**src/rtl/rsc_pkg.sv**
```systemverilog
`timescale 1ns / 1ps
`default_nettype none
// ----------------------------------------------------------------------------
// rsc_pkg
// Shared types and constants of the RGB sharpen 3x3 convolution block.
// ----------------------------------------------------------------------------
package rsc_pkg;

  // Field widths of the result item
  localparam int COL_W      = 10;
  localparam int ROW_W      = 12;
  localparam int CHAN_W     = 8;
  localparam int WEIGHT_W   = 4;

  // Configuration port
  localparam int CFG_IDX_W  = 2;
  localparam int CFG_DATA_W = 13;
  localparam int WIDTH_W    = 11;
  localparam int HEIGHT_W   = 13;

  localparam logic [CFG_IDX_W-1:0] REG_IMAGE_WIDTH   = 2'd0;
  localparam logic [CFG_IDX_W-1:0] REG_IMAGE_HEIGHT  = 2'd1;
  localparam logic [CFG_IDX_W-1:0] REG_CENTER_WEIGHT = 2'd2;

  // Reset values and limits
  localparam int WIDTH_RESET  = 640;
  localparam int HEIGHT_RESET = 480;
  localparam int MAX_HEIGHT   = 4096;
  localparam int MAX_WIDTH    = 1024;
  localparam logic [WEIGHT_W-1:0] WEIGHT_RESET = 4'd9;
  localparam logic [CHAN_W-1:0]   CHAN_MAX     = 8'd255;

  typedef struct packed {
    logic [CHAN_W-1:0] red;
    logic [CHAN_W-1:0] green;
    logic [CHAN_W-1:0] blue;
  } pixel_t;

  // One window column: three vertically adjacent samples
  typedef struct packed {
    pixel_t top;
    pixel_t mid;
    pixel_t bot;
  } column_t;

  typedef struct packed {
    logic [CHAN_W-1:0] pixel_red;
    logic [CHAN_W-1:0] pixel_green;
    logic [CHAN_W-1:0] pixel_blue;
  } in_payload_t;

  typedef struct packed {
    logic [COL_W-1:0]  out_column;
    logic [ROW_W-1:0]  out_row;
    logic [CHAN_W-1:0] out_red;
    logic [CHAN_W-1:0] out_green;
    logic [CHAN_W-1:0] out_blue;
    logic              last_of_run;
  } out_payload_t;

endpackage
`default_nettype wire

```
**src/rtl/rsc_cell.sv**
```systemverilog
`timescale 1ns / 1ps
`default_nettype none
// ----------------------------------------------------------------------------
// rsc_cell
// Window cell: holds one column of three samples and hands it on to its
// left neighbor each time the window advances.
// ----------------------------------------------------------------------------
module rsc_cell (
  input  wire logic             clk,
  input  wire logic             shift_en,
  input  wire rsc_pkg::column_t col_in,
  output rsc_pkg::column_t      col_out
);

  rsc_pkg::column_t col_r;

  // Advance the column
  always_ff @(posedge clk) begin
    if (shift_en) begin
      col_r <= col_in;
    end
  end

  assign col_out = col_r;

endmodule
`default_nettype wire

```
**config.mk**
```make
export PLATFORM = sky130hd
export DESIGN_NAME = rsc_cell
export DESIGN_NICKNAME = d
export VERILOG_FILES = /design/src/rtl/rsc_pkg.sv /design/src/rtl/rsc_cell.sv
export SDC_FILE = /design/constraint.sdc
export NUM_CORES = 1
export LEC_CHECK = 0
export BUFFER_PORTS_ARGS = -buffer_cell sky130_fd_sc_hd__buf_2
export CAP_MARGIN = 20
export CORE_ASPECT_RATIO = 0.6
export CORE_UTILIZATION = 40
export CTS_CLUSTER_DIAMETER = 50
export DETAILED_ROUTE_END_ITERATION = 12
export PLACE_DENSITY = 0.77
export SLEW_MARGIN = 20
export SYNTH_ARGS = -nofsm -noshare
export SYNTH_HDL_FRONTEND = slang
export SYNTH_SLANG_ARGS = --single-unit
export TNS_END_PERCENT = 30
```
**constraint.sdc**
```tcl
create_clock -name clk -period 0.8 [get_ports clk]
set_clock_uncertainty 0.2 [all_clocks]
set_input_delay 0.16 -clock clk [delete_from_list [all_inputs] [get_ports clk]]
set_output_delay 0.16 -clock clk [all_outputs]
set_load 0.03 [all_outputs]
```
==> key figures <==
Global route
  – Total GRT Usage: between 15 and 20%
  – Vias in the first global route: between 1000 and 1500
  – Initial antenna violation count: 0
  – GR Overflow Total: 0
  – First-pass GRT wire length: between 6000 and 7000 um
  – Pin count of the biggest net entering global routing: 37

Timing
  – Min Hold Slack: -202 ps
  – Setup violators final: 72
  – Tcrit/Tclk final: 157%
  – Fin. max-slew vios: 0
  – Unrepaired setup endpoints after global routing: true
  – Final Hold Vio Count: 72
  – Final TNS setup: -30750 ps
  – Highest clock rate: just under 0.8 GHz
  – Crit path setup slack, layout: -460 ps
  – Relative slew slack: 87.2%
  – Worst slew pin tran: approximately 190 ps
  – Fin crit period: ~1300 ps

Run
  – # Max-Cap Violations: 0

Drt
  – Via count: about 1300
  – Wire per inst: 14.8 um
  – Vias per cell: around 4.4
  – Post-route DRC: 0
  – Initial DRC count: between 60 and 70
  – Final WL: around 4400 um
  – Final ANT Viol Nets: 0
  – Pre-antenna DRT Iters: 4

Layout
  – Area Growth Syn to Fin: 70.9%
  – Final core utilization: 72.0%
  – Multi-Input Combinational: 0
  – Final Instance Area: around 0.0037 mm^2
  – # diodes: 0
  – Number of flip-flops in the largest register: 72
  – Share of layout cells above drive strength 1: 68.5%
  – Multi-input gate area in the final layout: 0 um^2
  – Nets: 304

Critical path
  – CP bufs+invs: 1
  – Kind of critical path: reg2out
  – CP cell instances: buf_6
  – Crit Path Max Fanout: 1
  – Critical path startpoint category: flop
  – Worst path required time: roughly 440 ps
  – Worst EP arrival: 900 ps
  – Cell family with most CP delay: flip-flops
  – Crit path max-delay cell type: edfxtp_1
  – CP peak stage delay: a little over 400 ps
  – CP endpoint kind: output port

Placed design
  – DP Worst Slack: -253 ps
  – GPL Wtd Cong: slightly above 0.7
  – # port buffers: 145
  – Dpl cell area: ~0.003 mm^2

Min path
  – Hold Crit Class: in2reg
  – Hold endpoint: col_out[68]
  – Hold_sp: col_in[68]
  – WHS Path Cells: 1

Yosys
  – Mapped Area: around 0.0022 mm^2
  – Seq/Total Area, Yosys: 100%
  – Synthesized instance count: 72
  – Syn. warnings: 0
  – Syn_nets: ~150
  – #FFs+latches synth: a little over 70
  – Syn avg cell area: between 30 and 40 um^2
  – Distinct cell type count after synthesis: 1

Power
  – Leakage: between 1.5 and 2 nW
  – Flop pwr share: approximately half
  – Clock power frac: a little over a third
  – Max rail drop VDD: 1.40 mV
  – Sw power: approximately 2.2 mW
  – Internal power: roughly 7 mW
  – Combinational Power Share: 15.7%
  – PD cells: 2540 mW/mm^2
  – Sw Ratio: around a quarter

Clock network
  – Post-CTS Setup Repair Bufs: 0
  – TritonCTS Buffers: 9
  – H-tree level count: 3
  – Clock Sinks: between 70 and 80
  – CTS Buffer Depth: 2
  – Clock-pin slew on the worst setup and hold paths: about 70 ps
  – CTS tree: done
  – Root Buffer: clkbuf_8

Floorplanning
  – Die W: slightly below 100 um
  – Core area: approximately 0.0051 mm^2
  – Initial Utilization: between 40% and 50%
  – IO Count: around 150
  – DIE HEIGHT: a little under 60 um
  – Die area: between 0.005 and 0.006 mm^2
  – Core Rows: 20

Status
  – Status: finished, violations left
  – Violated checks: negative hold slack, negative setup slack
cell families after synthesis:
group	synth area share, %
flops	100
worst max path at each step:
stage | cells after the start | slack, ps | start | endpoint
floorplan | 0 | -60 | col_out[0] | col_out[0]
global placement | 2 | -240 | shift_en | col_out[1]
detailed placement | 2 | -250 | shift_en | col_out[43]
CTS | 1 | -480 | col_out[49] | col_out[49]
global route | 1 | -510 | col_out[11] | col_out[11]
finish | 1 | -460 | col_out[11] | col_out[11]
routing by layer:
layer	GRT usage (%)	routed length, um	vias to the layer above
met2	26.3	2210	96
met5	0	0	-
li1	-	-	609
met1	16.4	1540	605
met4	7.68	68	0
met3	10.7	622	9
power groups by stage:
stage	registers, mW	logic [mW]	clock network, mW
CTS	4.62	1.47	3.37
global route	4.65	1.53	3.52
detailed placement	4.63	1.15	0
global placement	4.62	1.14	0
finish	4.63	1.47	3.29
floorplan	5.26	0	0
cell type report:
cell class / instances / area [um^2]
repair buffers: 147 / 1220
fillers: 317 / 1440
clock inverters: 7 / 110
flip-flops and latches: 72 / 2160
well taps: 66 / 82.6
clock buffers: 9 / 124
cell usage in the layout, fill, tap and decap left out:
cell type   netlist  layout
bufinv_16         0       3
buf_6             0      72
clkinvlp_4        0       1
clkbuf_8          0       9
clkinv_1          0       2
edfxtp_1         72      72
buf_2             0      73
clkinv_2          0       1
buf_12            0       2
cells in the mapped netlist:
library cell	count	area (um^2)
edfxtp_1	72	2160
through the flow:
step                      total power, mW  cells
after global placement               5.75    285
after global routing                 9.70    301
after CTS                            9.47    301
after detailed placement             5.78    285
after floorplan                      5.26     72
final                                9.39    301
what timing repair did:
action                                  CTS  global route
endpoints found under the hold margin    72            72
resized for setup                       142             3
endpoints found under the setup margin   72            72
(Power assumes the default switching activity.)
