[config.mk]
export PLATFORM = sky130hd
export DESIGN_NAME = rsc_kernel
export DESIGN_NICKNAME = d
export VERILOG_FILES = /design/src/rtl/rsc_pkg.sv /design/src/rtl/rsc_kernel.sv
export SDC_FILE = /design/constraint.sdc
export NUM_CORES = 1
export LEC_CHECK = 0
export BUFFER_PORTS_ARGS = -buffer_cell sky130_fd_sc_hd__clkbuf_2
export CORE_MARGIN = 1.5
export CORE_UTILIZATION = 51
export DETAILED_ROUTE_END_ITERATION = 16
export MAX_ROUTING_LAYER = met4
export PLACE_DENSITY = 0.78
export SYNTH_ARGS = -nofsm -noshare
export SYNTH_HDL_FRONTEND = slang
export SYNTH_SLANG_ARGS = --single-unit
[constraint.sdc]
create_clock -name vclk -period 6
set_input_delay 0.6 -clock vclk [all_inputs]
set_output_delay 0.6 -clock vclk [all_outputs]
set_load 0.03 [all_outputs]
[src/rtl/rsc_pkg.sv]
`timescale 1ns / 1ps
`default_nettype none
// ----------------------------------------------------------------------------
// rsc_pkg
// Shared types and constants of the RGB sharpen 3x3 convolution block.
// ----------------------------------------------------------------------------
package rsc_pkg;

  // Field widths of the result item
  localparam int COL_W      = 10;
  localparam int ROW_W      = 12;
  localparam int CHAN_W     = 8;
  localparam int WEIGHT_W   = 4;

  // Configuration port
  localparam int CFG_IDX_W  = 2;
  localparam int CFG_DATA_W = 13;
  localparam int WIDTH_W    = 11;
  localparam int HEIGHT_W   = 13;

  localparam logic [CFG_IDX_W-1:0] REG_IMAGE_WIDTH   = 2'd0;
  localparam logic [CFG_IDX_W-1:0] REG_IMAGE_HEIGHT  = 2'd1;
  localparam logic [CFG_IDX_W-1:0] REG_CENTER_WEIGHT = 2'd2;

  // Reset values and limits
  localparam int WIDTH_RESET  = 640;
  localparam int HEIGHT_RESET = 480;
  localparam int MAX_HEIGHT   = 4096;
  localparam int MAX_WIDTH    = 1024;
  localparam logic [WEIGHT_W-1:0] WEIGHT_RESET = 4'd9;
  localparam logic [CHAN_W-1:0]   CHAN_MAX     = 8'd255;

  typedef struct packed {
    logic [CHAN_W-1:0] red;
    logic [CHAN_W-1:0] green;
    logic [CHAN_W-1:0] blue;
  } pixel_t;

  // One window column: three vertically adjacent samples
  typedef struct packed {
    pixel_t top;
    pixel_t mid;
    pixel_t bot;
  } column_t;

  typedef struct packed {
    logic [CHAN_W-1:0] pixel_red;
    logic [CHAN_W-1:0] pixel_green;
    logic [CHAN_W-1:0] pixel_blue;
  } in_payload_t;

  typedef struct packed {
    logic [COL_W-1:0]  out_column;
    logic [ROW_W-1:0]  out_row;
    logic [CHAN_W-1:0] out_red;
    logic [CHAN_W-1:0] out_green;
    logic [CHAN_W-1:0] out_blue;
    logic              last_of_run;
  } out_payload_t;

endpackage
`default_nettype wire

[src/rtl/rsc_kernel.sv]
`timescale 1ns / 1ps
`default_nettype none
// ----------------------------------------------------------------------------
// rsc_kernel
// 3x3 kernel: centre weight times centre sample minus the eight neighbors,
// per color channel, clamped to 0..255.
// ----------------------------------------------------------------------------
module rsc_kernel (
  input  wire rsc_pkg::column_t                    left_col,
  input  wire rsc_pkg::column_t                    mid_col,
  input  wire rsc_pkg::column_t                    right_col,
  input  wire logic [rsc_pkg::WEIGHT_W-1:0]        center_weight,
  output rsc_pkg::pixel_t                          result
);

  localparam int POS_W = rsc_pkg::WEIGHT_W + rsc_pkg::CHAN_W;
  localparam int NEG_W = rsc_pkg::CHAN_W + 3;

  logic [8:0][2:0][rsc_pkg::CHAN_W-1:0] taps;
  logic [2:0][rsc_pkg::CHAN_W-1:0]      chans;
  logic [POS_W-1:0]                     pos;
  logic [NEG_W-1:0]                     neg;
  logic [POS_W-1:0]                     diff;

  // Arrange the window row by row; centre is tap 4
  assign taps[0] = left_col.top;
  assign taps[1] = mid_col.top;
  assign taps[2] = right_col.top;
  assign taps[3] = left_col.mid;
  assign taps[4] = mid_col.mid;
  assign taps[5] = right_col.mid;
  assign taps[6] = left_col.bot;
  assign taps[7] = mid_col.bot;
  assign taps[8] = right_col.bot;

  // Filter each channel and clamp
  always_comb begin
    chans = '0;
    pos   = '0;
    neg   = '0;
    diff  = '0;
    for (int ch = 0; ch < 3; ch++) begin
      pos = POS_W'(center_weight) * POS_W'(taps[4][ch]);
      neg = '0;
      for (int k = 0; k < 9; k++) begin
        if (k != 4) begin
          neg = neg + NEG_W'(taps[k][ch]);
        end
      end
      if (POS_W'(neg) > pos) begin
        chans[ch] = '0;
      end else begin
        diff = pos - POS_W'(neg);
        if (diff > POS_W'(rsc_pkg::CHAN_MAX)) begin
          chans[ch] = rsc_pkg::CHAN_MAX;
        end else begin
          chans[ch] = diff[rsc_pkg::CHAN_W-1:0];
        end
      end
    end
  end

  assign result = chans;

endmodule
`default_nettype wire

==> impl_metrics.yaml, run 1 <==
run_status:
  status: "complete, but fails checks"
  violations: "negative setup slack"
global_routing:
  grt_overflow: 0
  track_usage_pct: 23.2
  grtUsageMet1_pct: 28.4
  grt_busiest_layer: "met2"
  grt_first_pass_wirelength_mm: 35.0
  grt_pass1_vias: 8445
  use_met2_pct: 43.5
  antenna_found_initial: 1
  grtUsageMet3_pct: 1.03
  grt_max_degree: 18
drt:
  avgViaCountPerCell: 4.93
  drtPass1Iterations: 5
  drtIter0Drc: 307
  drcViolationCount: 0
  wl_mm: 20.4
  wl_per_cell_microns: 12.3
  vias: 8229
  ant_nets: 0
min_path:
  hold_path.class: "input pin to output pin"
place:
  port_buffers: 244
  post_dp_cell_area_sq_mm: 0.0118
  dpl.hpwl_mm: 18.9
  gp_congestion: 0.913
  dpl.cell_count: 1658
die:
  die_w_microns: 137
  core_area_sq_mm: 0.0175
  dieHeight_microns: 137
  io_pins: 244
  start_util_pct: 52.6
  die_area_sq_mm: 0.0188
  num_rows: 48
sta:
  setup_viol: 24
  final_hold_viol_count: 0
  min_period_ps: 6550
  slew_headroom_pct: 71.0
  min_period_over_period_pct: 109
  worst_pin_slew_ps: 432
  setup_tns_ps: -11900
  max_freq_mhz: 153
  timing.final.ws_setup_ps: -549
  slew_viol_final: 0
  rsz0062_at_grt: "yes"
yosys:
  synth.distinct_cells: 53
  ys_seq_area_share_pct: 0
  syn_nets: 1609
  syn_avg_cell_area_sq_um: 8.42
  syn_area_sq_mm: 0.00919
  synth_cells: 1092
  ys_warn_count: 0
layout:
  design.seq.count: 0
  layout_commonest_cell: "inv_1"
  layout.area.seq_sq_um: 0
  finalNetCount: 1961
  stdcell_count: 1668
  drive_gt1_share_pct: 30.8
  finalInstanceArea_sq_mm: 0.0122
  layout.cells.most_common_list: "inv_1, clkbuf_2, fa_1"
  clkbuf_count: 0
  syn_to_final_growth_pct: 32.7
flow_run:
  maxCapViolCount: 0
critical_path:
  cp_slowest_cell: "fa_1"
  cpMostUsedCell: "fa_1"
  crit_start: "mid_col[18]"
  crit_end: "result[22]"
  path_class: "input pin to output pin"
  cp.required_ps: 5400
  cpPeakStageDelay_ps: 560
  worstSetupEndpointType: "output pin"
  crit_fanout: 8
  cp.arrival_ps: 5950
  start_kind: "input pin"
  crit_chain: "buf_6 > inv_2 > fa_1 > inv_2 > fa_1 > fa_1 > fa_1 > ha_4 > fa_2 > a21o_1 > a21oi_2 > o21bai_1 > a21oi_2 > xor2_2 > buf_4 > ha_1 > o211a_1 > o31ai_1 > a21oi_1 > a2111oi_4 > buf_12 > a21oi_4 > buf_8"
clock_tree:
  postCtsHoldBufs: 0
[worst min path at each step]
| stage | from | end | slack (ps) | cells after the start |
|---|---|---|---|---|
| after floorplan | mid_col[24] | result[0] | 1480 | 3 |
| after global placement | mid_col[24] | result[0] | 1730 | 5 |
| after detailed placement | mid_col[24] | result[0] | 1730 | 5 |
| after CTS | mid_col[24] | result[0] | 1710 | 5 |
| after global routing | mid_col[24] | result[0] | 1760 | 5 |
| final | mid_col[24] | result[0] | 1730 | 5 |
[through the flow]
stage                     hold slack, ps  setup slack [ps]  util [%]
after floorplan                     1480              -474         -
after detailed placement            1730             -1010      67.4
final                               1730              -549      69.8
after CTS                           1710              -639      69.1
after global routing                1760              -773      69.8
after global placement              1730              -774      67.4
[area by class of cell]
cell class / count / area, sq um
timing repair buffer: 361 / 2410
antenna: 1 / 2.50
fill: 1329 / 5280
tap: 225 / 282
inverter: 335 / 1280
multi-input combinational: 746 / 8220
[kinds of logic after synthesis]
group           Yosys count  synth area share, %
compound gates          181                 12.8
simple gates            208                 12.1
buf+inv                 346                 14.1
fa+ha+maj               297                 55.1
xor+xnor                 59                 5.70
mux                       1                0.123
[worst max-delay path, delay by kind of cell]
kind                     cells  cell delay, ps
AO/OA/AOI/OAI                9            1660
XOR/XNOR                     1             190
adder cells (fa/ha/maj)      7            2870
buffers and inverters        6             630
[cell usage after synthesis (2+ instances only)]
| library cell | count | share of area (%) |
|---|---|---|
| o21ai_0 | 26 | 1.4 |
| ha_1 | 117 | 16 |
| o211ai_1 | 3 | 0.25 |
| inv_1 | 335 | 14 |
| nor4_1 | 2 | 0.14 |
| nor2b_1 | 16 | 1.1 |
| fa_1 | 180 | 39 |
| o31a_1 | 7 | 0.67 |
| nor2_1 | 16 | 0.65 |
| o21a_1 | 19 | 1.6 |
| clkbuf_1 | 10 | 0.41 |
| or3_1 | 3 | 0.20 |
| nand3_1 | 2 | 0.11 |
| a221oi_1 | 2 | 0.19 |
| a211oi_1 | 10 | 0.82 |
| nand2b_1 | 8 | 0.54 |
| o221ai_1 | 2 | 0.19 |
| and3_1 | 3 | 0.20 |
| or2_2 | 8 | 0.54 |
| xor2_1 | 23 | 2.2 |
| o22ai_1 | 3 | 0.20 |
| a21o_1 | 22 | 1.8 |
| xnor2_1 | 35 | 3.3 |
| nor4_4 | 2 | 0.46 |
| nand2_1 | 72 | 2.9 |
| and2_1 | 45 | 3.1 |
| o21bai_1 | 5 | 0.41 |
| nand4_1 | 4 | 0.27 |
| a21oi_1 | 63 | 3.4 |
| or4_1 | 4 | 0.33 |
| o21ai_1 | 6 | 0.33 |
| o221a_2 | 2 | 0.25 |
| nor3_1 | 17 | 0.93 |
[routing by layer]
layer	wire length, microns	vias up
li1	-	4059
met1	8370	3926
met2	10900	212
met3	839	32
met4	308	0
met5	0	-
[repair_timing]
| item | in CTS | in global routing |
|---|---|---|
| setup endpoints to repair | 24 | 24 |
| pin swaps | 26 | 23 |
| gates resized for setup | 62 | 42 |
| hold endpoints to repair | 0 | 0 |
| buffers inserted | 6 | 3 |
Power of run 1 is left out: the tool's default activity adds up to more than one toggle a clock period on the data nets, which glitch-free logic cannot reach.
==> inputs of run 2 (changes only) <==
--- a/config.mk
+++ b/config.mk
@@ -6,7 +6,7 @@
 export NUM_CORES = 1
 export LEC_CHECK = 0
 export BUFFER_PORTS_ARGS = -buffer_cell sky130_fd_sc_hd__clkbuf_2
-export CORE_MARGIN = 1.5
+export CORE_MARGIN = 5
 export CORE_UTILIZATION = 51
 export DETAILED_ROUTE_END_ITERATION = 16
 export MAX_ROUTING_LAYER = met4
==> run 2 against run 1 <==
The run still ends with negative setup slack left. Maximum frequency rose by 0.29%. Critical endpoint is now result[23]. Worst setup slack improved by 19 ps. Wire length is 8.5% higher. Utilization decreased by 1.5 points. First-iteration DRC count down 18%. Cell count fell by 0.66%. Non-clock buffer count down 15.
==> impl_metrics.yaml, run 2 (synthesis results as in run 1) <==
run_status:
  status: "complete, but fails checks"
  violations: "negative setup slack"
place:
  gp_congestion: 0.857
  port_buffers: 244
  dpl.hpwl_mm: 19.0
critical_path:
  cp.arrival_ps: 5930
  start_kind: "input pin"
  path_class: "input pin to output pin"
  crit_fanout: 8
  worstSetupEndpointType: "output pin"
  cp.required_ps: 5400
sta:
  setup_viol: 24
  max_freq_mhz: 153
  whs_ps: 1760
  rsz0062_at_grt: "yes"
  min_period_over_period_pct: 109
  final_hold_viol_count: 0
  slew_headroom_pct: 69.0
  min_period_ps: 6530
  timing.final.ws_setup_ps: -530
  slew_viol_final: 0
  worst_pin_slew_ps: 463
drt:
  ant_nets: 0
  drtIter0Drc: 251
  drcViolationCount: 0
  wl_per_cell_microns: 13.4
  avgViaCountPerCell: 4.98
  wl_mm: 22.2
  vias: 8251
  drtPass1Iterations: 5
flow_run:
  maxCapViolCount: 0
die:
  num_rows: 49
  die_area_sq_mm: 0.0208
  die_w_microns: 144
  start_util_pct: 51.5
  io_pins: 244
  core_area_sq_mm: 0.0178
  dieHeight_microns: 144
global_routing:
  grt_pass1_vias: 8690
  grt_overflow: 0
  antenna_found_initial: 1
  grt_first_pass_wirelength_mm: 36.4
  track_usage_pct: 21.3
  grt_max_degree: 25
layout:
  syn_to_final_growth_pct: 32.7
  finalNetCount: 1946
  layout.cells.most_common_list: "inv_1, clkbuf_2, fa_1"
  design.seq.count: 0
  multiInputGateArea_sq_mm: 0.00829
  n_fill_cell: 1446
  layout.area.seq_sq_um: 0
  layout_commonest_cell: "inv_1"
  clkbuf_count: 0
  drive_gt1_share_pct: 31.1
min_path:
  hold_path.class: "input pin to output pin"
run 2: worst max-delay path, stage by stage:
cell and delay [ps]:
clkbuf_8 110, inv_8 30, fa_1 540, inv_2 40, fa_1 500, fa_1 530, fa_1 420, ha_2 200
fa_2 340, a21o_1 180, a21oi_2 150, o21bai_1 110, a21oi_2 210, xor2_2 190, buf_4 140, ha_2 290
o211a_1 150, o31ai_2 220, a21oi_1 110, a2111oi_4 430, buf_12 210, a21oi_4 70, buf_8 150
run 2: area by class of cell:
| cell class | instances | area share [%] |
|---|---|---|
| Multi-Input combinational cell | 746 | 68.0 |
| Timing Repair Buffer | 346 | 19.1 |
| Inverter | 335 | 10.5 |
| Tap cell | 229 | 2.35 |
| Antenna cell | 1 | 0.0205 |
run 2: through the flow:
stage	TNS (ps)	area (sq um)	std cells	utilization, %	worst slack (ps)
floorplan	-9700	9470	1092	-	-474
global placement	-11010	11700	1643	65.4	-511
detailed placement	-13110	11700	1643	65.4	-644
CTS	-11300	12000	1652	67.2	-628
global route	-16020	12200	1657	68.3	-743
finish	-10360	12200	1657	68.3	-530
run 2: final timing paths:
check,from,end,slack (ps),cells after the start
max,right_col[18],result[23],-530,23
min,mid_col[24],result[0],1760,5
run 2: routing by layer:
layer / vias up / wire length (microns) / track usage [%]
met1: 3966 / 8310 / 25.4
met4: 0 / 695 / 4.96
met2: 206 / 12200 / 39.7
li1: 4027 / - / -
met3: 52 / 924 / 0.959
met5: - / 0 / -
run 2: timing repair:
item                       4_1_cts  5_1_grt
gates resized for setup         66       67
pin swaps                       39       38
hold buffers                     0        0
setup endpoints to repair       24       24
buffers inserted                10        4
gates cloned                     0        0
Power of run 2 is left out for the same reason.
==> inputs of run 3 (changes only) <==
--- a/config.mk
+++ b/config.mk
@@ -6,6 +6,7 @@
 export NUM_CORES = 1
 export LEC_CHECK = 0
 export BUFFER_PORTS_ARGS = -buffer_cell sky130_fd_sc_hd__clkbuf_2
+export CORE_ASPECT_RATIO = 0.75
 export CORE_MARGIN = 5
 export CORE_UTILIZATION = 51
 export DETAILED_ROUTE_END_ITERATION = 16
==> run 3 against run 2 <==
The run still ends with negative setup slack left. Non-clock buffer count up 5. Critical endpoint is now result[18]. Wire length down 1.6%. Critical path type unchanged. Utilization up 0.69 points. Sequential cell count unchanged. First-iteration DRC count up 53%. Sequential share of layout area unchanged. Maximum frequency down 0.66%. Highest routed layer unchanged.
==> impl_metrics.yaml, run 3 (synthesis results as in run 1) <==
critical_path:
  cpMostUsedCell: "fa_1"
  crit_chain: "buf_8 > inv_8 > fa_1 > inv_2 > fa_1 > fa_1 > fa_1 > ha_4 > fa_2 > a21o_1 > a21oi_2 > o21bai_1 > a21oi_2 > xor2_1 > ha_1 > a21o_1 > a21o_1 > a21oi_2 > o21ai_1 > xnor2_1 > a2111oi_4 > buf_12 > a21oi_4 > buf_8"
  path_buf_inv: 5
  cp_slowest_cell: "fa_1"
  cp.required_ps: 5400
  crit_fanout: 8
  cp.arrival_ps: 5970
  path_class: "input pin to output pin"
  cpPeakStageDelay_ps: 570
  start_kind: "input pin"
  cp_top_family: "adder cells"
  worstSetupEndpointType: "output pin"
drt:
  ant_nets: 0
  drtIter0Drc: 385
  vias: 8179
  wl_per_cell_microns: 13.0
  avgViaCountPerCell: 4.89
  drtPass1Iterations: 5
  wl_mm: 21.8
  drcViolationCount: 0
global_routing:
  grt_overflow: 0
  grtUsageMet3_pct: 0.425
  grtUsageMet1_pct: 29.2
  use_met2_pct: 36.8
  grt_pass1_vias: 8547
  grt_busiest_layer: "met2"
  antenna_found_initial: 0
  track_usage_pct: 21.2
  grt_max_degree: 25
  grt_first_pass_wirelength_mm: 36.9
place:
  dpl.cell_count: 1667
  port_buffers: 244
  dpl.hpwl_mm: 19.5
  post_dp_cell_area_sq_mm: 0.0117
  gp_congestion: 0.903
flow_run:
  maxCapViolCount: 0
layout:
  finalNetCount: 1951
  layout.cells.most_common_list: "inv_1, clkbuf_2, fa_1"
  finalInstanceArea_sq_mm: 0.0122
  drive_gt1_share_pct: 30.4
  multiInputGateArea_sq_mm: 0.00826
  layout.area.seq_sq_um: 0
  layout_commonest_cell: "inv_1"
  syn_to_final_growth_pct: 32.6
  clkbuf_count: 0
  n_fill_cell: 1388
  design.seq.count: 0
  stdcell_count: 1674
  antennaDiodeCount: 0
die:
  dieHeight_microns: 126
  die_w_microns: 165
  io_pins: 244
  core_area_sq_mm: 0.0177
  die_area_sq_mm: 0.0208
  num_rows: 42
  start_util_pct: 52.1
sta:
  slew_viol_final: 0
  min_period_over_period_pct: 110
  rsz0062_at_grt: "yes"
  setup_viol: 24
  slew_headroom_pct: 68.8
  final_hold_viol_count: 0
  worst_pin_slew_ps: 468
  timing.final.ws_setup_ps: -573
  max_freq_mhz: 152
  whs_ps: 1740
  min_period_ps: 6570
  setup_tns_ps: -11640
run_status:
  violations: "negative setup slack"
  status: "complete, but fails checks"
min_path:
  hold_path.class: "input pin to output pin"
clock_tree:
  postCtsHoldBufs: 0
-- run 3: worst min-delay path: stages --
cell      delay, ps
clkbuf_2        110
nand2_1          70
ha_1            160
a21oi_4          70
buf_8           130
-- run 3: layer usage --
layer	share of wire [%]	vias up
met1	44	3937
li1	-	4032
met4	0.91	0
met5	0	-
met3	4.1	14
met2	51	196
-- run 3: final cells by class --
class / count / share of cell area (%)
Multi-Input combinational cell: 746 / 67.8
Timing Repair Buffer: 351 / 19.2
Inverter: 335 / 10.5
Tap cell: 242 / 2.48
-- run 3: timing repair --
item / 4_1_cts / 5_1_grt
setup buffers: 3 / 4
pin swaps: 10 / 13
endpoints found under the setup margin: 24 / 24
gates resized for setup: 63 / 49
-- run 3: worst paths after layout --
| path | startpoint | end | slack [ps] | cells past startpoint |
|---|---|---|---|---|
| setup / recovery | right_col[18] | result[18] | -570 | 24 |
| hold / removal | mid_col[32] | result[8] | 1740 | 5 |
-- run 3: stage by stage --
stage               utilization, %  setup slack [ps]
finish                        69.0              -573
global route                  69.0              -770
CTS                           68.2              -537
detailed placement            66.5              -626
global placement              66.5              -509
floorplan                        -              -474
Power of run 3 is left out for the same reason.
